## src/rtl/csvg_pkg.sv

```systemverilog
// ============================================================================
// csvg_pkg - shared types and constants of the cube sphere vertex generator
// Field widths, face codes, lane numbering and the pipeline tag.
// ============================================================================
package csvg_pkg;

    localparam int unsigned MAX_LEVEL_DEF = 8;
    localparam int unsigned FRAC_BITS_DEF = 14;

    localparam int unsigned LVL_W   = 4;
    localparam int unsigned IDX_W   = 8;   // row / column index
    localparam int unsigned K_W     = 8;   // grid size K, up to 128
    localparam int unsigned MAG_W   = 8;   // |component| scaled by K, up to 128
    localparam int unsigned SQ_W    = 15;  // square of a magnitude
    localparam int unsigned S_W     = 16;  // sum of three squares
    localparam int unsigned FACE_W  = 3;
    localparam int unsigned VEC_W   = 16;

    localparam logic [LVL_W-1:0] LVL_SUBST = 4'd4;  // stands in for level 0

    localparam int unsigned N_LANES = 3;
    localparam int unsigned LANE_X  = 0;
    localparam int unsigned LANE_Y  = 1;
    localparam int unsigned LANE_Z  = 2;

    // input pacing: transactions are spaced so that their six results do not overlap
    localparam int unsigned ITEM_CYCLES = 6;
    localparam int unsigned GAP_W       = 3;

    typedef logic [FACE_W-1:0]        t_face;
    typedef logic signed [VEC_W-1:0]  t_vec;

    localparam t_face FACE_0 = 3'd0;
    localparam t_face FACE_1 = 3'd1;
    localparam t_face FACE_2 = 3'd2;
    localparam t_face FACE_3 = 3'd3;
    localparam t_face FACE_4 = 3'd4;
    localparam t_face FACE_5 = 3'd5;

    localparam logic [VEC_W-2:0] MAG_SAT = 15'h7FFF;

    // control that travels alongside each item in the pipeline
    typedef struct packed {
        logic vld;
        logic bad;
        logic neg_y;
        logic neg_z;
    } t_tag;

endpackage

```

## src/rtl/csvg_root_step.sv

```systemverilog
// ============================================================================
// csvg_root_step - one bit of the rounded inverse square root search
// Decides bit BIT of q for all three lanes with shift and add updates only.
// ============================================================================
module csvg_root_step #(
    parameter int unsigned FRAC_BITS = csvg_pkg::FRAC_BITS_DEF,
    parameter int unsigned BIT       = 0
) (
    input  logic                                        i_clk,
    input  logic                                        i_rst_n,
    input  csvg_pkg::t_tag                              i_tag,
    input  logic [csvg_pkg::S_W-1:0]                    i_s,
    input  logic [csvg_pkg::N_LANES-1:0][2*FRAC_BITS+19:0] i_r,
    input  logic [csvg_pkg::N_LANES-1:0][2*FRAC_BITS+19:0] i_p,
    input  logic [csvg_pkg::N_LANES-1:0][FRAC_BITS+18:0]   i_w,
    input  logic [csvg_pkg::N_LANES-1:0][FRAC_BITS:0]      i_q,
    output csvg_pkg::t_tag                              o_tag,
    output logic [csvg_pkg::S_W-1:0]                    o_s,
    output logic [csvg_pkg::N_LANES-1:0][2*FRAC_BITS+19:0] o_r,
    output logic [csvg_pkg::N_LANES-1:0][2*FRAC_BITS+19:0] o_p,
    output logic [csvg_pkg::N_LANES-1:0][FRAC_BITS+18:0]   o_w,
    output logic [csvg_pkg::N_LANES-1:0][FRAC_BITS:0]      o_q
);
    import csvg_pkg::*;

    localparam int unsigned QW = FRAC_BITS + 1;
    localparam int unsigned TW = 2 * FRAC_BITS + 20;
    localparam int unsigned WW = FRAC_BITS + 19;
    localparam int unsigned XW = 2 * FRAC_BITS + 22;

    // P = (2q-1)^2 * S and W = (2q-1) * S; trial adds d = 2^(BIT+1) to 2q-1:
    // T = P + 2*W*d + d^2*S
    logic signed [XW-1:0] s_x;
    logic signed [WW-1:0] s_w;
    logic [N_LANES-1:0][TW-1:0] n_p;
    logic [N_LANES-1:0][WW-1:0] n_w;
    logic [N_LANES-1:0][QW-1:0] n_q;

    t_tag                       r_tag;
    logic [S_W-1:0]             r_s;
    logic [N_LANES-1:0][TW-1:0] r_r;
    logic [N_LANES-1:0][TW-1:0] r_p;
    logic [N_LANES-1:0][WW-1:0] r_w;
    logic [N_LANES-1:0][QW-1:0] r_q;

    assign s_x = $signed({{(XW-S_W){1'b0}}, i_s});
    assign s_w = $signed({{(WW-S_W){1'b0}}, i_s});

    for (genvar l = 0; l < N_LANES; l++) begin : g_lane
        logic signed [XW-1:0] p_x;
        logic signed [XW-1:0] w_x;
        logic signed [XW-1:0] r_x;
        logic signed [XW-1:0] t_x;
        logic                 take;

        assign p_x  = $signed({{(XW-TW){1'b0}}, i_p[l]});
        assign w_x  = $signed({{(XW-WW){i_w[l][WW-1]}}, i_w[l]});
        assign r_x  = $signed({{(XW-TW){1'b0}}, i_r[l]});
        assign t_x  = p_x + (w_x <<< (BIT + 2)) + (s_x <<< (2 * BIT + 2));
        // q may not pass 2^FRAC_BITS
        assign take = !i_q[l][QW-1] && (t_x <= r_x);

        assign n_p[l] = take ? t_x[TW-1:0] : i_p[l];
        assign n_w[l] = take ? WW'($signed(i_w[l]) + (s_w <<< (BIT + 1))) : i_w[l];
        assign n_q[l] = take ? (i_q[l] | (QW'(1) << BIT)) : i_q[l];
    end

    always_ff @(posedge i_clk) begin
        if (!i_rst_n) begin
            r_tag <= '0;
        end else begin
            r_tag <= i_tag;
        end
    end

    always_ff @(posedge i_clk) begin
        r_s <= i_s;
        r_r <= i_r;
        r_p <= n_p;
        r_w <= n_w;
        r_q <= n_q;
    end

    assign o_tag = r_tag;
    assign o_s   = r_s;
    assign o_r   = r_r;
    assign o_p   = r_p;
    assign o_w   = r_w;
    assign o_q   = r_q;

endmodule

```

## config.mk

```make
export PLATFORM = sky130hd
export DESIGN_NAME = csvg_root_step
export DESIGN_NICKNAME = d
export VERILOG_FILES = /design/src/rtl/csvg_pkg.sv /design/src/rtl/csvg_root_step.sv
export SDC_FILE = /design/constraint.sdc
export NUM_CORES = 1
export LEC_CHECK = 0
export BUFFER_PORTS_ARGS = -buffer_cell sky130_fd_sc_hd__buf_2
export CORE_AREA = 2 2 355 357
export DETAILED_ROUTE_END_ITERATION = 8
export DIE_AREA = 0 0 357 359
export PLACE_DENSITY = 0.45
export SYNTH_ARGS = -nofsm -noshare
export SYNTH_HDL_FRONTEND = slang
export SYNTH_SLANG_ARGS = --single-unit
```

## constraint.sdc

```tcl
create_clock -name i_clk -period 8.1 [get_ports i_clk]
set_clock_uncertainty 0.2 [all_clocks]
set_input_delay 2.43 -clock i_clk [delete_from_list [all_inputs] [get_ports i_clk]]
set_output_delay 2.43 -clock i_clk [all_outputs]
set_load 0.03 [all_outputs]
```

==> flow_summary_export.csv <==
group,metric,value,unit
worst_setup_path,max_stage_delay,580,ps
finish,final_util,33.6,%
floorplanning,die_area,0.128,mm^2
global_route,gr-total-overflow,0,
place,port_buffers,905,
worst_hold_path,hp-start,"i_q[8]",
synth,synth_area_leaders,"dfxtp_1, ha_1, mux2_2",
synth,synth_top_area_cell,"dfxtp_1",
worst_setup_path,crit_type,"in -> reg",
worst_setup_path,required,8440,ps
global_route,grt_first_pass_wirelength,175000,um
synth,synthArstFlopShare,0,%
timing,maxSlewHeadroom,25.9,%
synth,synth_area_per_cell,9.63,um^2
floorplanning,die_height,359,um
timing,fmax,122,MHz
timing,tns,-1280,ps
finish,drive_above_1_share,44.1,%
routing,ant_nets,0,
worst_setup_path,endpoint_kind,"flop",
job,drv_cap,0,
worst_setup_path,cp-startpoint,"i_s[1]",
global_route,grt_use_total,18.7,%
outcome,outcome,"complete, but fails checks",
power,p_per_area,252,mW/mm^2
routing,wl_per_cell,21.4,um
timing,setup_violations,54,
worst_setup_path,cp_slowest_cell,"or4_1",
place,dp_slack,-1090,ps
global_route,grt_pass1_vias,26000,
floorplanning,start_util,21.6,%
synth,ys_seq_area_share,33.6,%
clocking,clock_path_buffers,3,
timing,post-route-period-util,101,%
routing,first_pass_iters,5,
power,leakage,21.3,nW
finish,fillers,13100,
routing,drt_iter0_drc,1223,
routing,vias_per_cell,4.40,
timing,finalWorstSetupSlack,-79.1,ps
floorplanning,die_x,357,um
synth,synth_nets,3724,
outcome,violations,"negative setup slack",
synth,synth_cells,2796,
routing,num_vias,26200,
clocking,clock_sinks,452,
timing,finalCriticalPeriod,8180,ps
place,placed_cell_area,0.0371,mm^2
clocking,clockRootBuffer,"clkbuf_16",
clocking,path_clk_slew,60,ps
synth,ys_warn_count,0,
timing,slew_viol_final,0,
clocking,htree_levels,2,
finish,area_growth_syn_to_layout,55.4,%
synth,synth_top_area_share,33.6,%
global_route,antenna_found_initial,42,
timing,tightestPinTransition,1100,ps
timing,hold-worst-slack,1680,ps
clocking,holdBufCountCts,0,
floorplanning,num_rows,130,
global_route,grt_start_max_net_pins,38,
clocking,cts_tree,"done",
synth,ys.flop_type,"dfxtp_1",
worst_setup_path,critical_path_peak_fanout,7,
worst_hold_path,hold_path_class,"in -> reg",
routing,totalWireLength,127000,um
place,place_hpwl,107000,um
routing,drc,0,
power,ir_worst_vdd,257,uV
finish,nets,5170,
synth,ys_ff_latch,452,
synth,synth.distinct_cells,71,
timing,rsz0062_at_grt,"yes",
worst_setup_path,arrival,8520,ps
synth,syn-cell-area,0.0269,mm^2
synth,synth_enable_flop_cells,0,
floorplanning,pin_count,906,
timing,hold_violations,0,
worst_setup_path,startpoint_type,"input pin",
floorplanning,coreArea,0.125,mm^2
worst_setup_path,path_common_cell,"buf_4",
clocking,cts-buffers-inserted,59,
place,gp_congestion,0.854,
finish,fin_area,0.0418,mm^2
-- report_power, final --
group	switching, mW	internal (mW)
clock	1.14	1.59
combinational	2.89	2.23
sequential	0.130	2.57
total	4.16	6.39
-- per-layer routing --
| metal | vias up | share of wire (%) | global-route usage (%) |
|---|---|---|---|
| met4 | 30 | 2.9 | 5.80 |
| li1 | 12900 | - | - |
| met1 | 12300 | 45 | 23.8 |
| met5 | - | 0.14 | 0 |
| met3 | 192 | 6.8 | 4.90 |
| met2 | 793 | 46 | 30.6 |
-- flip-flops by register name, indices dropped and copies added, names as in the netlist --
signal  cells
o_p       144
o_r       144
o_w        99
o_q        45
o_s        16
o_tag       4
-- cell usage after synthesis (20+ instances only) --
cell type    n
a211oi_1    26
a21o_1     132
a21oi_1    225
and3_1      24
clkbuf_1    28
dfxtp_1    452
fa_1        54
ha_1       420
inv_1      234
mux2_2     137
nand2_1    116
nand2b_1    30
nand3_1     54
nand4_1     55
nor2_1     165
nor2b_1     35
nor3_1      33
o21a_1      34
o21ai_0    126
o21bai_1    20
xnor2_1    134
xor2_1      70
-- cell type report --
class	count	area (um^2)	area share, %
multi-input cells	2066	18500	44.3
repair buffers	1429	9290	22.2
flip-flops and latches	452	9050	21.6
well taps	1650	2060	4.93
clock buffers	76	1620	3.87
inverters	234	885	2.11
clock inverters	33	373	0.891
diodes	12	30.0	0.0718
-- per-stage QoR --
step / power (mW) / std cells
2_1_floorplan: 5.30 / 2796
3_3_place_gp: 7.27 / 5761
3_5_place_dp: 7.26 / 5761
4_1_cts: 10.2 / 5899
5_1_grt: 11.1 / 5948
6_report: 10.6 / 5952
-- logic make-up (layout without fill, tap and decap cells) --
logic type      count (synthesis)  in the layout  share of synthesized area [%]
simple gates                  578            579                           10.6
compound gates                672            672                           15.8
fa+ha+maj                     474            474                           23.5
other cells                     0             12                              0
flops                         452            452                           33.6
xor+xnor                      204            204                           6.64
buf+inv                       279           1772                           4.14
mux                           137            137                           5.73
-- placed cells by master (no fill, tap or decap), types with 13 or more instances in the layout --
master and count:
buf_2 902, dfxtp_1 452, buf_4 445, ha_1 412, inv_1 227, a21oi_1 186
a21o_1 132, mux2_4 128, xnor2_1 124, nor2_1 117, nand2_1 107, o21ai_0 103
clkbuf_16 70, xor2_1 69, nand4_1 55, fa_1 50, nand3_1 40, a21oi_2 37
nor2_4 34, buf_12 34, o21a_1 30, nor2b_1 29, nand2b_1 28, nor3_1 23
and3_1 22, buf_6 22, o21bai_1 20, a211oi_1 19, and2_1 17, a31oi_1 15
nor2_2 14, o21ai_1 13
-- path summary, 6_finish.rpt --
path,to,slack [ps],cells after the start
worst min-delay path,o_q[8],1680,1
worst max-delay path,o_w[87],-80,34
-- critical path, delay by kind of cell --
kind / cells / cell delay (ps)
adder cells (fa/ha/maj): 4 / 1390
XOR/XNOR: 2 / 290
AND/OR/NAND/NOR: 11 / 1980
AO/OA/AOI/OAI: 8 / 1220
buffers and inverters: 9 / 1180
-- repair_timing --
action	4_1_cts	5_1_grt
gates cloned	3	13
pin swaps	46	109
setup endpoints to repair	231	237
setup buffers	26	31
gates resized for setup	77	390
(Power assumes the default switching activity.)
