**src/rtl/csvg_pkg.sv**
```systemverilog
// ============================================================================
// csvg_pkg - shared types and constants of the cube sphere vertex generator
// Field widths, face codes, lane numbering and the pipeline tag.
// ============================================================================
package csvg_pkg;

    localparam int unsigned MAX_LEVEL_DEF = 8;
    localparam int unsigned FRAC_BITS_DEF = 14;

    localparam int unsigned LVL_W   = 4;
    localparam int unsigned IDX_W   = 8;   // row / column index
    localparam int unsigned K_W     = 8;   // grid size K, up to 128
    localparam int unsigned MAG_W   = 8;   // |component| scaled by K, up to 128
    localparam int unsigned SQ_W    = 15;  // square of a magnitude
    localparam int unsigned S_W     = 16;  // sum of three squares
    localparam int unsigned FACE_W  = 3;
    localparam int unsigned VEC_W   = 16;

    localparam logic [LVL_W-1:0] LVL_SUBST = 4'd4;  // stands in for level 0

    localparam int unsigned N_LANES = 3;
    localparam int unsigned LANE_X  = 0;
    localparam int unsigned LANE_Y  = 1;
    localparam int unsigned LANE_Z  = 2;

    // input pacing: transactions are spaced so that their six results do not overlap
    localparam int unsigned ITEM_CYCLES = 6;
    localparam int unsigned GAP_W       = 3;

    typedef logic [FACE_W-1:0]        t_face;
    typedef logic signed [VEC_W-1:0]  t_vec;

    localparam t_face FACE_0 = 3'd0;
    localparam t_face FACE_1 = 3'd1;
    localparam t_face FACE_2 = 3'd2;
    localparam t_face FACE_3 = 3'd3;
    localparam t_face FACE_4 = 3'd4;
    localparam t_face FACE_5 = 3'd5;

    localparam logic [VEC_W-2:0] MAG_SAT = 15'h7FFF;

    // control that travels alongside each item in the pipeline
    typedef struct packed {
        logic vld;
        logic bad;
        logic neg_y;
        logic neg_z;
    } t_tag;

endpackage

```
**src/rtl/csvg_front.sv**
```systemverilog
// ============================================================================
// csvg_front - grid decode and sum of squares
// Three stages: grid size and range check, signed components, squares.
// ============================================================================
module csvg_front #(
    parameter int unsigned MAX_LEVEL = csvg_pkg::MAX_LEVEL_DEF
) (
    input  logic                                                i_clk,
    input  logic                                                i_rst_n,
    input  logic                                                i_vld,
    input  logic [csvg_pkg::LVL_W-1:0]                          i_level,
    input  logic [csvg_pkg::IDX_W-1:0]                          i_row,
    input  logic [csvg_pkg::IDX_W-1:0]                          i_col,
    output csvg_pkg::t_tag                                      o_tag,
    output logic [csvg_pkg::S_W-1:0]                            o_s,
    output logic [csvg_pkg::N_LANES-1:0][csvg_pkg::SQ_W-1:0]    o_sq
);
    import csvg_pkg::*;

    localparam logic [LVL_W-1:0] MAX_LVL = LVL_W'(MAX_LEVEL);

    logic [LVL_W-1:0] lvl_sub;
    logic [LVL_W-1:0] lvl_eff;
    logic [K_W-1:0]   k;
    logic             bad;

    logic             r1_vld;
    logic             r1_bad;
    logic [K_W-1:0]   r1_k;
    logic [IDX_W-1:0] r1_row;
    logic [IDX_W-1:0] r1_col;

    logic signed [IDX_W+1:0] cy;
    logic signed [IDX_W+1:0] cz;
    logic signed [IDX_W+1:0] ay;
    logic signed [IDX_W+1:0] az;

    logic                               r2_vld;
    logic                               r2_bad;
    logic                               r2_neg_y;
    logic                               r2_neg_z;
    logic [N_LANES-1:0][MAG_W-1:0]      r2_mag;

    logic [N_LANES-1:0][SQ_W-1:0]       sq;
    logic [S_W-1:0]                     s_sum;

    t_tag                               r3_tag;
    logic [S_W-1:0]                     r3_s;
    logic [N_LANES-1:0][SQ_W-1:0]       r3_sq;

    // stage 1: effective level, grid size K, range check
    always_comb begin
        lvl_sub = (i_level == '0) ? LVL_SUBST : i_level;
        lvl_eff = (lvl_sub > MAX_LVL) ? MAX_LVL : lvl_sub;
        k       = K_W'(1) << (lvl_eff - LVL_W'(1));
        bad     = (i_row > k) || (i_col > k);
    end

    always_ff @(posedge i_clk) begin
        if (!i_rst_n) begin
            r1_vld <= 1'b0;
        end else begin
            r1_vld <= i_vld;
        end
    end

    always_ff @(posedge i_clk) begin
        r1_bad <= bad;
        r1_k   <= k;
        r1_row <= i_row;
        r1_col <= i_col;
    end

    // stage 2: components scaled by K, split into sign and magnitude
    always_comb begin
        cy = $signed({1'b0, r1_col, 1'b0}) - $signed({2'b00, r1_k});
        cz = $signed({1'b0, r1_row, 1'b0}) - $signed({2'b00, r1_k});
        ay = (cy < 0) ? -cy : cy;
        az = (cz < 0) ? -cz : cz;
    end

    always_ff @(posedge i_clk) begin
        if (!i_rst_n) begin
            r2_vld <= 1'b0;
        end else begin
            r2_vld <= r1_vld;
        end
    end

    always_ff @(posedge i_clk) begin
        r2_bad         <= r1_bad;
        r2_neg_y       <= cy[IDX_W+1];
        r2_neg_z       <= cz[IDX_W+1];
        r2_mag[LANE_X] <= r1_k;
        r2_mag[LANE_Y] <= ay[MAG_W-1:0];
        r2_mag[LANE_Z] <= az[MAG_W-1:0];
    end

    // stage 3: squares and their sum
    always_comb begin
        for (int l = 0; l < N_LANES; l++) begin
            sq[l] = SQ_W'(r2_mag[l]) * SQ_W'(r2_mag[l]);
        end
        s_sum = S_W'(sq[LANE_X]) + S_W'(sq[LANE_Y]) + S_W'(sq[LANE_Z]);
    end

    always_ff @(posedge i_clk) begin
        if (!i_rst_n) begin
            r3_tag <= '0;
        end else begin
            r3_tag <= '{vld: r2_vld, bad: r2_bad, neg_y: r2_neg_y, neg_z: r2_neg_z};
        end
    end

    always_ff @(posedge i_clk) begin
        r3_s  <= s_sum;
        r3_sq <= sq;
    end

    assign o_tag = r3_tag;
    assign o_s   = r3_s;
    assign o_sq  = r3_sq;

endmodule

```
**config.mk**
```make
export PLATFORM = sky130hd
export DESIGN_NAME = csvg_front
export DESIGN_NICKNAME = d
export VERILOG_FILES = /design/src/rtl/csvg_pkg.sv /design/src/rtl/csvg_front.sv
export SDC_FILE = /design/constraint.sdc
export NUM_CORES = 1
export LEC_CHECK = 0
export BUFFER_PORTS_ARGS = -buffer_cell sky130_fd_sc_hd__buf_2
export CORE_MARGIN = 1
export CORE_UTILIZATION = 47
export CTS_CLUSTER_DIAMETER = 30
export DETAILED_ROUTE_END_ITERATION = 10
export GPL_ROUTABILITY_DRIVEN = 1
export PLACE_DENSITY = 0.74
export SYNTH_ARGS = -nofsm -noshare
export SYNTH_HDL_FRONTEND = slang
export SYNTH_SLANG_ARGS = --single-unit
```
**constraint.sdc**
```tcl
create_clock -name i_clk -period 6.1 [get_ports i_clk]
set_clock_uncertainty 0.2 [all_clocks]
set_input_delay 0.305 -clock i_clk [delete_from_list [all_inputs] [get_ports i_clk]]
set_output_delay 0.305 -clock i_clk [all_outputs]
set_load 0.05 [all_outputs]
```
==> flow_summary_export.csv <==
group,metric,value,unit
setup_path,cp_cell_sequence,"buf_4 -> and2_4 -> ha_1 -> or2_4 -> fa_1 -> fa_1 -> inv_1 -> fa_1 -> inv_1 -> ha_1 -> buf_4 -> nand2_1 -> o211ai_1 -> a31o_2 -> a21o_1 -> xnor2_1 -> buf_4 -> fa_1 -> inv_1 -> ha_4 -> and3_4 -> nand3_1 -> o211a_1 -> xnor2_1",
timing,timing.final.crit_share,97.5,%
grt,grt_max_degree,18,
die,fp-row-count,52,
drt,wl_met2,9690,um
layout,fin_nets,1453,
grt,grt_pass1_vias,7347,
drt,vias,7204,
worst_hold_path,holdCritPathClass,"input pin to flip-flop",
drt,wl_per_cell,13.2,um
setup_path,path_class,"flip-flop to flip-flop",
setup_path,crit_path_top_delay_cell,"fa_1",
die,start_util,47.8,%
die,dieArea,21100,um2
die,coreArea,20200,um2
job,maxCapViolCount,0,
drt,highest_layer,"met4",
yosys,yosys.cell_types.count,64,
die,die_y,145,um
grt,grt_first_pass_wirelength,33000,um
timing,whs,0.0250,ns
cts,h-tree-depth,3,
timing,slew_headroom,62.1,%
setup_path,start_kind,"flip-flop",
setup_path,cp.arrival,5.99,ns
yosys,ys_seq_elements,110,
place,dp_cells,1448,
layout,layout-drive-gt1-share,19.6,%
layout,n_fill_cell,1769,
timing,drv_slew,0,
setup_path,slowest_delay,0.53,ns
layout,finalNonFillerCells,1485,
worst_hold_path,whs_path_depth,2,
drt,ant_nets,0,
timing,fmax,168,MHz
place,dp_hpwl,16000,um
layout,multi_input_area,6760,um2
cts,cts.path.max_buffers,2,
yosys,synth_warnings,0,
drt,wl_met3,534,um
setup_path,worstPathRequired,6.14,ns
yosys,netlist_area,9630,um2
layout,regArea,2220,um2
place,io_buffers,84,
yosys,synth_edf_count,0,
layout,num_antenna_cells,0,
drt,dr.pass1.iters,4,
drt,vias_per_cell,4.85,
drt,drt-met1-wl,8550,um
grt,antenna_found_initial,0,
setup_path,worst_setup_path_end_kind,"flip-flop",
cts,clockRootBuffer,"clkbuf_16",
die,die_x,145,um
cts,clock-sinks,110,
place,routabilityCongestion,0.879,
drt,drtIter0Drc,269,
yosys,ys_seq_area_share,22.9,%
setup_path,reg2reg_depth,24,
drt,drcViolationCount,0,
timing,setup_ws,0.153,ns
cts,path_clk_slew,0.07,ns
drt,routed_wl,19500,um
yosys,syn_area_per_cell,9.27,um2
timing,max_slew.worst_pin.slew,0.565,ns
yosys,ys_async_sr_fraction,0,%
place,place_ws,-0.140,ns
die,io_pins,88,
cts,cts_buffers,9,
outcome,outcome,"completed",
layout,area_growth,20.0,%
timing,hold_violations,0,
grt,track_usage,19.4,%
cts,cts_tree,"yes",
timing,period_needed,5.95,ns
yosys,synth-main-ff-cell,"dfxtp_1",
setup_path,worstPathMaxFanout,5,
timing,setup_violations,0,
grt,grt.overflow.total,0,
yosys,synthCells,1039,
layout,final_util,57.3,%
cts,insertion_delay,0.36,ns
setup_path,cpMostUsedCell,"fa_1",
==> layout by cell type (no fill, tap or decap), drive strengths merged, types with 3 or more instances in the layout <==
cell	count
clkbuf	11
or2	15
xor2	31
a21oi	30
and3	3
nor2b	20
fa	92
and4	3
dfxtp	110
nand2	54
a21o	21
inv	211
and2	63
conb	7
or3	5
nand4	4
nor2	44
o21ai	20
a31oi	5
buf	152
xnor2	51
mux2i	7
dlygate4sd3	18
nor4b	3
nand3	12
nor3	21
ha	128
nor3b	3
nand2b	11
nand3b	6
o211ai	11
a31o	4
==> cell type report <==
class                   instances  share of cell area (%)
clock buffers                  11                    2.19
clock inverters                 5                   0.704
multi-input cells             708                    58.5
inverters                     211                    6.85
flip-flops and latches        110                    19.2
well taps                     270                    2.92
repair buffers                170                    9.62
==> through the flow <==
step / area [um2] / TNS, ns
final: 11600 / 0
after global placement: 10800 / -0.0396
after global routing: 11600 / -0.125
after detailed placement: 10800 / -0.319
after CTS: 11300 / 0
after floorplan: 9650 / 0
==> what timing repair did <==
item,4_1_cts,5_1_grt
hold buffers,18,0
resized for setup,4,46
setup buffers,0,3
hold endpoints to repair,18,0
pin swaps,1,15
setup endpoints to repair,5,5
==> kinds of logic (layout without fill, tap and decap cells) <==
| family | count (synthesis) | after routing | share of synthesized area (%) |
|---|---|---|---|
| AO/OA/AOI/OAI | 113 | 113 | 8.18 |
| XOR/XNOR | 82 | 82 | 7.46 |
| adder cells (fa/ha/maj) | 220 | 220 | 35.7 |
| buffers and inverters | 226 | 397 | 9.08 |
| flip-flops | 110 | 110 | 22.9 |
| multiplexers | 7 | 7 | 0.727 |
| other | 2 | 7 | 0.0780 |
| AND/OR/NAND/NOR | 279 | 279 | 15.9 |
==> worst max-delay path: cells and delay by family (launching register included) <==
family                   cells  cell delay (ns)
adder cells (fa/ha/maj)      7             2.80
AO/OA/AOI/OAI                4             0.85
AND/OR/NAND/NOR              5             0.78
buffers and inverters        6             0.63
flip-flops                   1             0.34
XOR/XNOR                     2             0.25
==> layer usage <==
layer	up-vias	track usage, %
met5	-	0
li1	3633	-
met3	38	2.55
met4	0	10.2
met1	3405	22.8
met2	128	34.5
==> flip-flops by register name, summed over array words and instances, names as in the netlist <==
| name | count |
|---|---|
| r2_neg_y | 1 |
| o_sq | 39 |
| r2_neg_z | 1 |
| o_tag | 4 |
| r1_bad | 1 |
| r1_col | 8 |
| r1_row | 8 |
| r2_vld | 1 |
| r1_vld | 1 |
| r2_mag | 22 |
| o_s | 15 |
| r2_bad | 1 |
| r1_k | 8 |
==> cells in the mapped netlist (all sizes together), types with 3 or more instances <==
cell type	number	area share (%)
nor3b	3	0.23
and4	3	0.27
mux2i	7	0.73
and3	3	0.19
a31oi	5	0.48
a31o	4	0.36
nor2b	20	1.3
inv	211	8.2
nor2	44	1.7
a21oi	30	1.6
and2	63	4.1
o21ai	20	1.0
xor2	31	2.8
or3	5	0.32
fa	92	19
o211ai	11	0.86
nor4b	3	0.43
buf	8	0.58
nor3	21	1.1
nand3	12	0.62
xnor2	51	4.6
nand3b	6	0.47
nand2	54	2.1
or2	15	0.97
nand2b	11	0.71
ha	128	17
clkbuf	7	0.27
dfxtp	110	23
nand4	4	0.26
a21o	21	1.6
==> path summary, 6_finish.rpt <==
check	start	end	slack (ns)
max reg2reg	r2_mag[2]	o_s[14]	0.15
max	r2_mag[2]	o_s[14]	0.15
min reg2reg	r1_bad	r2_bad	0.13
min	i_rst_n	o_tag[0]	0.03
Power is not shown: default switching activity piles up to over one toggle a cycle in this logic, so the estimate is an artifact.
