--- src/rtl/csvg_pkg.sv ---
// ============================================================================
// csvg_pkg - shared types and constants of the cube sphere vertex generator
// Field widths, face codes, lane numbering and the pipeline tag.
// ============================================================================
package csvg_pkg;

    localparam int unsigned MAX_LEVEL_DEF = 8;
    localparam int unsigned FRAC_BITS_DEF = 14;

    localparam int unsigned LVL_W   = 4;
    localparam int unsigned IDX_W   = 8;   // row / column index
    localparam int unsigned K_W     = 8;   // grid size K, up to 128
    localparam int unsigned MAG_W   = 8;   // |component| scaled by K, up to 128
    localparam int unsigned SQ_W    = 15;  // square of a magnitude
    localparam int unsigned S_W     = 16;  // sum of three squares
    localparam int unsigned FACE_W  = 3;
    localparam int unsigned VEC_W   = 16;

    localparam logic [LVL_W-1:0] LVL_SUBST = 4'd4;  // stands in for level 0

    localparam int unsigned N_LANES = 3;
    localparam int unsigned LANE_X  = 0;
    localparam int unsigned LANE_Y  = 1;
    localparam int unsigned LANE_Z  = 2;

    // input pacing: transactions are spaced so that their six results do not overlap
    localparam int unsigned ITEM_CYCLES = 6;
    localparam int unsigned GAP_W       = 3;

    typedef logic [FACE_W-1:0]        t_face;
    typedef logic signed [VEC_W-1:0]  t_vec;

    localparam t_face FACE_0 = 3'd0;
    localparam t_face FACE_1 = 3'd1;
    localparam t_face FACE_2 = 3'd2;
    localparam t_face FACE_3 = 3'd3;
    localparam t_face FACE_4 = 3'd4;
    localparam t_face FACE_5 = 3'd5;

    localparam logic [VEC_W-2:0] MAG_SAT = 15'h7FFF;

    // control that travels alongside each item in the pipeline
    typedef struct packed {
        logic vld;
        logic bad;
        logic neg_y;
        logic neg_z;
    } t_tag;

endpackage

--- src/rtl/csvg_face_out.sv ---
// ============================================================================
// csvg_face_out - sign, saturate and emit the six cube face vertices
// Holds one normalized vector and steps through the faces, one per cycle.
// ============================================================================
module csvg_face_out #(
    parameter int unsigned FRAC_BITS = csvg_pkg::FRAC_BITS_DEF
) (
    input  logic                                        i_clk,
    input  logic                                        i_rst_n,
    input  csvg_pkg::t_tag                              i_tag,
    input  logic [csvg_pkg::N_LANES-1:0][FRAC_BITS:0]   i_q,
    output logic                                        o_valid,
    output csvg_pkg::t_face                             o_face,
    output csvg_pkg::t_vec                              o_vx,
    output csvg_pkg::t_vec                              o_vy,
    output csvg_pkg::t_vec                              o_vz,
    output logic                                        o_bad,
    output logic                                        o_last
);
    import csvg_pkg::*;

    localparam int unsigned QW = FRAC_BITS + 1;
    localparam int unsigned EW = (QW > VEC_W) ? QW : VEC_W;

    logic [N_LANES-1:0]    neg;
    t_vec                  vec [N_LANES];

    t_vec  r_x;
    t_vec  r_y;
    t_vec  r_z;
    logic  r_bad;
    logic  r_run;
    t_face r_face;

    assign neg[LANE_X] = 1'b0;
    assign neg[LANE_Y] = i_tag.neg_y;
    assign neg[LANE_Z] = i_tag.neg_z;

    for (genvar l = 0; l < N_LANES; l++) begin : g_lane
        logic [EW-1:0]      q_ext;
        logic [VEC_W-2:0]   mag;
        t_vec               pos;

        assign q_ext  = EW'(i_q[l]);
        assign mag    = (q_ext > EW'(MAG_SAT)) ? MAG_SAT : q_ext[VEC_W-2:0];
        assign pos    = $signed({1'b0, mag});
        assign vec[l] = i_tag.bad ? '0 : (neg[l] ? -pos : pos);
    end

    always_ff @(posedge i_clk) begin
        if (!i_rst_n) begin
            r_run  <= 1'b0;
            r_face <= FACE_0;
        end else if (i_tag.vld) begin
            r_run  <= 1'b1;
            r_face <= FACE_0;
        end else if (r_run) begin
            if (r_face == FACE_5) begin
                r_run <= 1'b0;
            end
            r_face <= r_face + t_face'(1);
        end
    end

    always_ff @(posedge i_clk) begin
        if (i_tag.vld) begin
            r_x   <= vec[LANE_X];
            r_y   <= vec[LANE_Y];
            r_z   <= vec[LANE_Z];
            r_bad <= i_tag.bad;
        end
    end

    // axis swaps and sign flips per face
    always_comb begin
        case (r_face)
            FACE_0: begin
                o_vx = r_x;   o_vy = r_y;   o_vz = r_z;
            end
            FACE_1: begin
                o_vx = -r_x;  o_vy = -r_y;  o_vz = r_z;
            end
            FACE_2: begin
                o_vx = -r_y;  o_vy = r_x;   o_vz = r_z;
            end
            FACE_3: begin
                o_vx = r_y;   o_vy = -r_x;  o_vz = r_z;
            end
            FACE_4: begin
                o_vx = -r_z;  o_vy = r_y;   o_vz = r_x;
            end
            FACE_5: begin
                o_vx = r_z;   o_vy = r_y;   o_vz = -r_x;
            end
            default: begin
                o_vx = '0;    o_vy = '0;    o_vz = '0;
            end
        endcase
    end

    assign o_valid = r_run;
    assign o_face  = r_face;
    assign o_bad   = r_bad;
    assign o_last  = (r_face == FACE_5);

endmodule
--- config.mk ---
export PLATFORM = sky130hd
export DESIGN_NAME = csvg_face_out
export DESIGN_NICKNAME = d
export VERILOG_FILES = /design/src/rtl/csvg_pkg.sv /design/src/rtl/csvg_face_out.sv
export SDC_FILE = /design/constraint.sdc
export NUM_CORES = 1
export LEC_CHECK = 0
export ABC_AREA = 1
export BUFFER_PORTS_ARGS = -buffer_cell sky130_fd_sc_hd__buf_2
export CORE_MARGIN = 2
export CORE_UTILIZATION = 58
export CTS_CLUSTER_DIAMETER = 120
export DETAILED_ROUTE_END_ITERATION = 6
export GPL_TIMING_DRIVEN = 0
export HOLD_SLACK_MARGIN = 0.03
export PLACE_DENSITY_LB_ADDON = 0.1
export SYNTH_ARGS = -nofsm -noshare
export SYNTH_HDL_FRONTEND = slang
export SYNTH_SLANG_ARGS = --single-unit
--- constraint.sdc ---
create_clock -name i_clk -period 2.9 [get_ports i_clk]
set_input_delay 0 -clock i_clk [delete_from_list [all_inputs] [get_ports i_clk]]
set_output_delay 0 -clock i_clk [all_outputs]
set_load 0.02 [all_outputs]
==> out/results.ini, run 1 <==
[logic_synthesis]
avgSynthCellArea_um2 = 6.42
synth_top_area_cell = edfxtp_1
yosys-top-cells-area = edfxtp_1 29%, nand2_1 14%, nand3_1 9.8%
syn_inst = 763
synth_xor_area_share_pct = 1.79
synth_top_area_share_pct = 29.4
muxShareOfSynthArea_pct = 0
netlist_area_um2 = 4900
synth-simple-area-share_pct = 38.5
yosysWarningCount = 0
synth-seq-cells = 52
yosysSeqAreaShare_pct = 31.1
synth_compound_area_share_pct = 15.6
ys_types = 38
synth_adder_area_share_pct = 2.55
syn_nets = 824
synth_top_family_by_area = simple AND/OR/NAND/NOR gates

[sta]
timing.final.crit_share_pct = 93.5
setup_viol = 0
rsz0062_at_grt = no
tns_ns = 0
slew_headroom_pct = 28.3
slew_viol_final = 0
fmax_mhz = 369
fin_skew_ns = 0.000176
fin_crit_ns = 2.71
hold_viol = 0
worst_pin_slew_ns = 1.08

[finish]
fillCellCount = 716
seq_area_um2 = 1520
diodes = 0
multi_input_area_um2 = 2860
drive_above_1_share_pct = 15.3
nets = 955
area_growth_pct = 19.4

[power]
power_density_nw_per_um2 = 378
power.leakage_nw = 2.71
fin_total_pwr_mw = 2.21
vdd.ir_drop.worst_mv = 0.281

[floorplanning]
die-area_um2 = 9190
coreArea_um2 = 8220
dieWidth_um = 95.9
initial_core_util_pct = 59.6
io_pins = 105
die_height_um = 95.9
placementRows = 33

[critical_path]
path_delay_family = buffers and inverters
crit_path_end_kind = primary output
slowest_delay_ns = 0.38
cp_max_fo = 10
crit_path_top_delay_cell = dfxtp_1
cp.required_ns = 2.90
critPathLaunchType = flip-flop
path_cells = ha_1, ha_1, inv_1, nand2_2, nor3_4, inv_2, buf_6, nand2_1, o221ai_1, buf_2
crit_buf_inv = 4
cp.arrival_ns = 2.71
crit_top_cell = ha_1
worstSetupPathType = reg -> out

[global_route]
grt_use_total_pct = 38.8
grt_max_degree = 50
grt-ovfl-total = 0
antenna_found_initial = 0
grt_pass1_wl_mm = 27.0
grt_pass1_vias = 5429

[status]
status = complete, no violations

[drt]
drc = 0
ant_nets = 0
drtIter0Drc = 816
first_pass_iters = 6
wire_per_inst_um = 17.6
drt-vias-per-instance = 6.13
drt-total-wl_mm = 17.6
num_vias = 6133

[placement]
place_congestion = 1.10
portBuffers = 103
hpwl_mm = 13.4

[worst_hold_path]
hp-class = in -> reg

[cts]
htree_levels = 2
clock_path_buffers = 2
clk_latency_ns = 0.32
clkSlewWorstSetupHoldPaths_ns = 0.11
cts_buffers = 5
cts_root_buf = clkbuf_8
cts_tree = done
postCtsSetupBuffers = 0
clock_sinks = 52

[run]
maxCapViolCount = 0

[logic make-up (layout without fill, tap and decap cells)]
logic type,after synthesis,in the layout
simple gates,435,435
xor+xnor,10,10
buf+inv,129,261
flops,52,52
fa+ha+maj,10,10
compound gates,127,127
[tightest hold or removal path: stages]
cell     delay [ns]
buf_2          0.09
inv_1          0.04
a21oi_1        0.11
[path summary, 6_finish.rpt]
path         cells past startpoint  slack [ns]  startpoint        end
min reg2reg                      2        0.57   o_face[2]  o_face[2]
max                             10        0.19   o_face[0]    o_vz[4]
max reg2reg                      6        0.95   o_face[1]    o_valid
min                              3        0.03     i_q[34]     r_z[4]
[metal layers]
layer	global-route usage, %	routed length, µm	up-vias
met3	7.83	2130	104
met2	61.5	7780	479
met4	20.6	1060	0
met5	0	0	-
li1	-	-	2843
met1	49.8	6650	2707
[layout make-up]
type                            instances  share of cell area (%)
Inverter                              108                    7.02
Tap cell                              105                    2.25
Clock buffer                            5                    1.18
Buffer                                 21                    1.75
Clock inverter                          3                   0.449
Timing Repair Buffer                  124                    12.4
Multi-Input combinational cell        582                    48.9
Sequential cell                        52                    26.0
[cells in the final DEF, fill, tap and decap left out, types with 10 or more instances in the layout]
| master | count |
|---|---|
| a21oi_1 | 44 |
| buf_2 | 110 |
| clkbuf_1 | 11 |
| dlygate4sd3_1 | 21 |
| edfxtp_1 | 48 |
| ha_1 | 10 |
| inv_1 | 104 |
| nand2_1 | 178 |
| nand3_1 | 96 |
| nand4_1 | 25 |
| nor2_1 | 114 |
| nor3_1 | 13 |
| o21ai_0 | 40 |
| o22ai_1 | 15 |
[metrics by stage]
| step | cells | worst slack, ns | hold WS (ns) | area, µm² | util [%] |
|---|---|---|---|---|---|
| final | 1000 | 0.189 | 0.0331 | 5850 | 71.2 |
| after floorplan | 763 | 1.08 | 0.0989 | 4900 | - |
| after detailed placement | 971 | 0.651 | 0.247 | 5540 | 67.5 |
| after CTS | 1000 | 0.293 | 0.0329 | 5850 | 71.2 |
| after global placement | 971 | 0.649 | 0.234 | 5540 | 67.5 |
| after global routing | 1000 | 0.112 | 0.0445 | 5850 | 71.2 |
[synth_stat cells (all sizes together)]
master	count
a211oi	1
a21boi	1
a21oi	44
a221oi	1
a22oi	9
and2	1
buf	10
clkbuf	11
dfxtp	4
edfxtp	48
ha	10
inv	108
nand2	181
nand3	96
nand3b	1
nand4	25
nor2	114
nor3	14
o2111ai	3
o211ai	4
o21ai	41
o221ai	7
o22ai	15
o31ai	1
or2	2
or3	1
xnor2	3
xor2	7
[report_power, final]
part / internal, mW / total [mW] / switching (mW)
logic: 0.262 / 0.768 / 0.506
clock network: 0.177 / 0.447 / 0.270
registers: 0.893 / 0.994 / 0.101
[state kept, by name (all words and copies together), names as in the netlist]
name,cells
r_z,16
r_y,16
o_face,3
o_valid,1
o_bad,1
r_x,15
[timing repair]
item | 4_1_cts | 5_1_grt
gates resized for setup | 0 | 0
hold buffers | 21 | 0
hold endpoints to repair | 25 | 0
(Power assumes the default switching activity.)
==> run 2: changes to the inputs <==
--- a/config.mk
+++ b/config.mk
@@ -7,8 +7,10 @@
 export LEC_CHECK = 0
 export ABC_AREA = 1
 export BUFFER_PORTS_ARGS = -buffer_cell sky130_fd_sc_hd__buf_2
+export CELL_PAD_IN_SITES_DETAIL_PLACEMENT = 0
+export CELL_PAD_IN_SITES_GLOBAL_PLACEMENT = 1
 export CORE_MARGIN = 2
-export CORE_UTILIZATION = 58
+export CORE_UTILIZATION = 42
 export CTS_CLUSTER_DIAMETER = 120
 export DETAILED_ROUTE_END_ITERATION = 6
 export GPL_TIMING_DRIVEN = 0
==> run 2 against run 1 <==
Hold slack better by 0.0059 ns. Final cell count up 3.6%. Sequential share of layout area is 0.45 points lower. Non-clock buffer count is 2 lower. First-iteration DRC count is 24% lower. Combinational power hardly changed. Register-to-register slack lost 0.10 ns.
==> out/results.ini, run 2 (synthesis gave the netlist of run 1 again) <==
[status]
status = complete, no violations

[floorplanning]
die-area_um2 = 12500  ; +36%
dieWidth_um = 112  ; +17%
coreArea_um2 = 11400  ; +39%
placementRows = 39  ; +18%
die_height_um = 112  ; +17%
initial_core_util_pct = 42.9  ; -17 points
io_pins = 105  ; unchanged

[critical_path]
crit_path_top_delay_cell = dfxtp_1
crit_path_end_kind = primary output
slowest_delay_ns = 0.38  ; about the same
r2r_start = o_face[1]
worstSetupPathType = reg -> out
crit_start = o_face[1]
cp.required_ns = 2.90  ; about the same
path_delay_family = simple AND/OR/NAND/NOR gates
crit_top_cell = inv_1
cp_max_fo = 10  ; unchanged
critPathLaunchType = flip-flop
path_cells = inv_1, ha_1, nand2_1, inv_1, nor2_1, inv_1, buf_2, nand2_1, nand4_1, buf_2
cp.arrival_ns = 2.73  ; +0.02 ns
crit_buf_inv = 5  ; +1

[sta]
worst_pin_slew_ns = 1.03  ; -0.0457 ns
fin_crit_ns = 2.73  ; +0.0222 ns
fmax_mhz = 366  ; -0.81%
tns_ns = 0  ; unchanged
rsz0062_at_grt = no
timing.final.crit_share_pct = 94.3  ; +0.76 points
slew_viol_final = 0  ; unchanged
slew_headroom_pct = 31.3  ; +3.0 points
fin_skew_ns = 0.000234  ; +0.0000578 ns
setup_viol = 0  ; unchanged
timing.final.ws_setup_ns = 0.166  ; -0.0222 ns
hold_viol = 0  ; unchanged

[global_route]
busiest_layer = met2
met1_usage_pct = 40.6  ; -9.2 points
grt_use_total_pct = 30.4  ; -8.4 points
grt_pass1_wl_mm = 29.8  ; +10%
grtUsageMet2_pct = 50.9  ; -11 points
gr-usage-met3_pct = 3.59  ; -4.2 points
antenna_found_initial = 0  ; unchanged
grt_max_degree = 50  ; unchanged
grt_pass1_vias = 5563  ; +2.5%
grt-ovfl-total = 0  ; unchanged

[cts]
clkSlewWorstSetupHoldPaths_ns = 0.07  ; -0.04 ns
cts_buffers = 5  ; unchanged
clock_sinks = 52  ; unchanged
postCtsSetupBuffers = 0  ; unchanged
cts_root_buf = clkbuf_16
cts_tree = done
htree_levels = 2  ; unchanged
clk_latency_ns = 0.29  ; -0.03 ns
clock_path_buffers = 2  ; unchanged

[placement]
place_area_um2 = 5590  ; +0.86%
place_congestion = 1.03  ; -6.9%
place_ws_ns = 0.601  ; -0.0495 ns
portBuffers = 103  ; unchanged
placedCellCount = 1009  ; +3.9%
hpwl_mm = 14.8  ; +11%

[finish]
diodes = 0  ; unchanged
top_regs = r_y x16, r_z x16, r_x x15
seq_area_um2 = 1520  ; unchanged
final_cell_area_um2 = 5950  ; +1.8%
multi_input_area_um2 = 2860  ; unchanged
drive_above_1_share_pct = 15.3  ; +0.034 points
fillCellCount = 1215  ; +70%
layout_common_cells = 178 x nand2_1, 114 x nor2_1, 110 x buf_2
area_growth_pct = 21.6
mostFrequentLayoutCell = nand2_1
nets = 953  ; -0.21%
fin_cells = 1036  ; +3.6%

[drt]
drt-total-wl_mm = 19.2  ; +8.7%
drc = 0  ; unchanged
drt-vias-per-instance = 5.71  ; -6.9%
ant_nets = 0  ; unchanged
first_pass_iters = 7  ; +1
drtIter0Drc = 624  ; -24%
num_vias = 5916  ; -3.5%
wire_per_inst_um = 18.5  ; +5.0%

[worst_hold_path]
min_from = i_q[29]
hp-class = in -> reg

[run]
maxCapViolCount = 0  ; unchanged

[power]
power.leakage_nw = 2.73  ; +0.86%
vdd.ir_drop.worst_mv = 0.269  ; -4.3%
power_density_nw_per_um2 = 412  ; +9.2%

run 2: layout make-up:
class | instances | share of cell area (%)
multi-input combinational | 582 | 48.1
clock buffer | 5 | 2.10
timing repair buffer | 122 | 11.9
tap | 143 | 3.01
inverter | 108 | 6.89
sequential | 52 | 25.6
clock inverter | 3 | 0.778
buffer | 21 | 1.72
run 2: per-stage QoR:
| step | hold WS [ns] | total power, mW | util, % |
|---|---|---|---|
| final | 0.0390 | 2.46 | 52.1 |
| after global routing | 0.0667 | 2.57 | 52.1 |
| after CTS | 0.0361 | 2.45 | 52.1 |
| after detailed placement | 0.236 | 1.75 | 49.0 |
| after global placement | 0.236 | 1.74 | 49.0 |
| after floorplan | 0.0989 | 1.44 | - |
run 2: where the power goes:
group	internal, mW	total [mW]	switching, mW
Clock	0.410	0.686	0.276
Sequential	0.893	1.00	0.108
Combinational	0.260	0.768	0.508
run 2: worst register-to-register path, stage by stage, from the launching register on:
cell      delay (ns)
dfxtp_1         0.38
inv_1           0.10
ha_1            0.20
nand2_1         0.32
clkbuf_1        0.66
nand2_1         0.11
a21boi_0        0.20
run 2: routing by layer:
metal / wire length [µm] / share of wire [%]
met5: 0 / 0
met4: 550 / 2.9
met3: 1590 / 8.3
met2: 9000 / 47
met1: 8010 / 42
run 2: path summary, 6_finish.rpt:
path | end | slack, ns | depth (start not counted)
max | o_vy[7] | 0.17 | 10
min reg2reg | o_face[2] | 0.56 | 2
min | r_y[15] | 0.04 | 3
max reg2reg | o_valid | 0.85 | 6
run 2: timing repair:
| item | in CTS | in global routing |
|---|---|---|
| endpoints found under the setup margin | 0 | 0 |
| gates resized for setup | 0 | 0 |
| hold buffers | 19 | 0 |
| hold endpoints to repair | 22 | 0 |
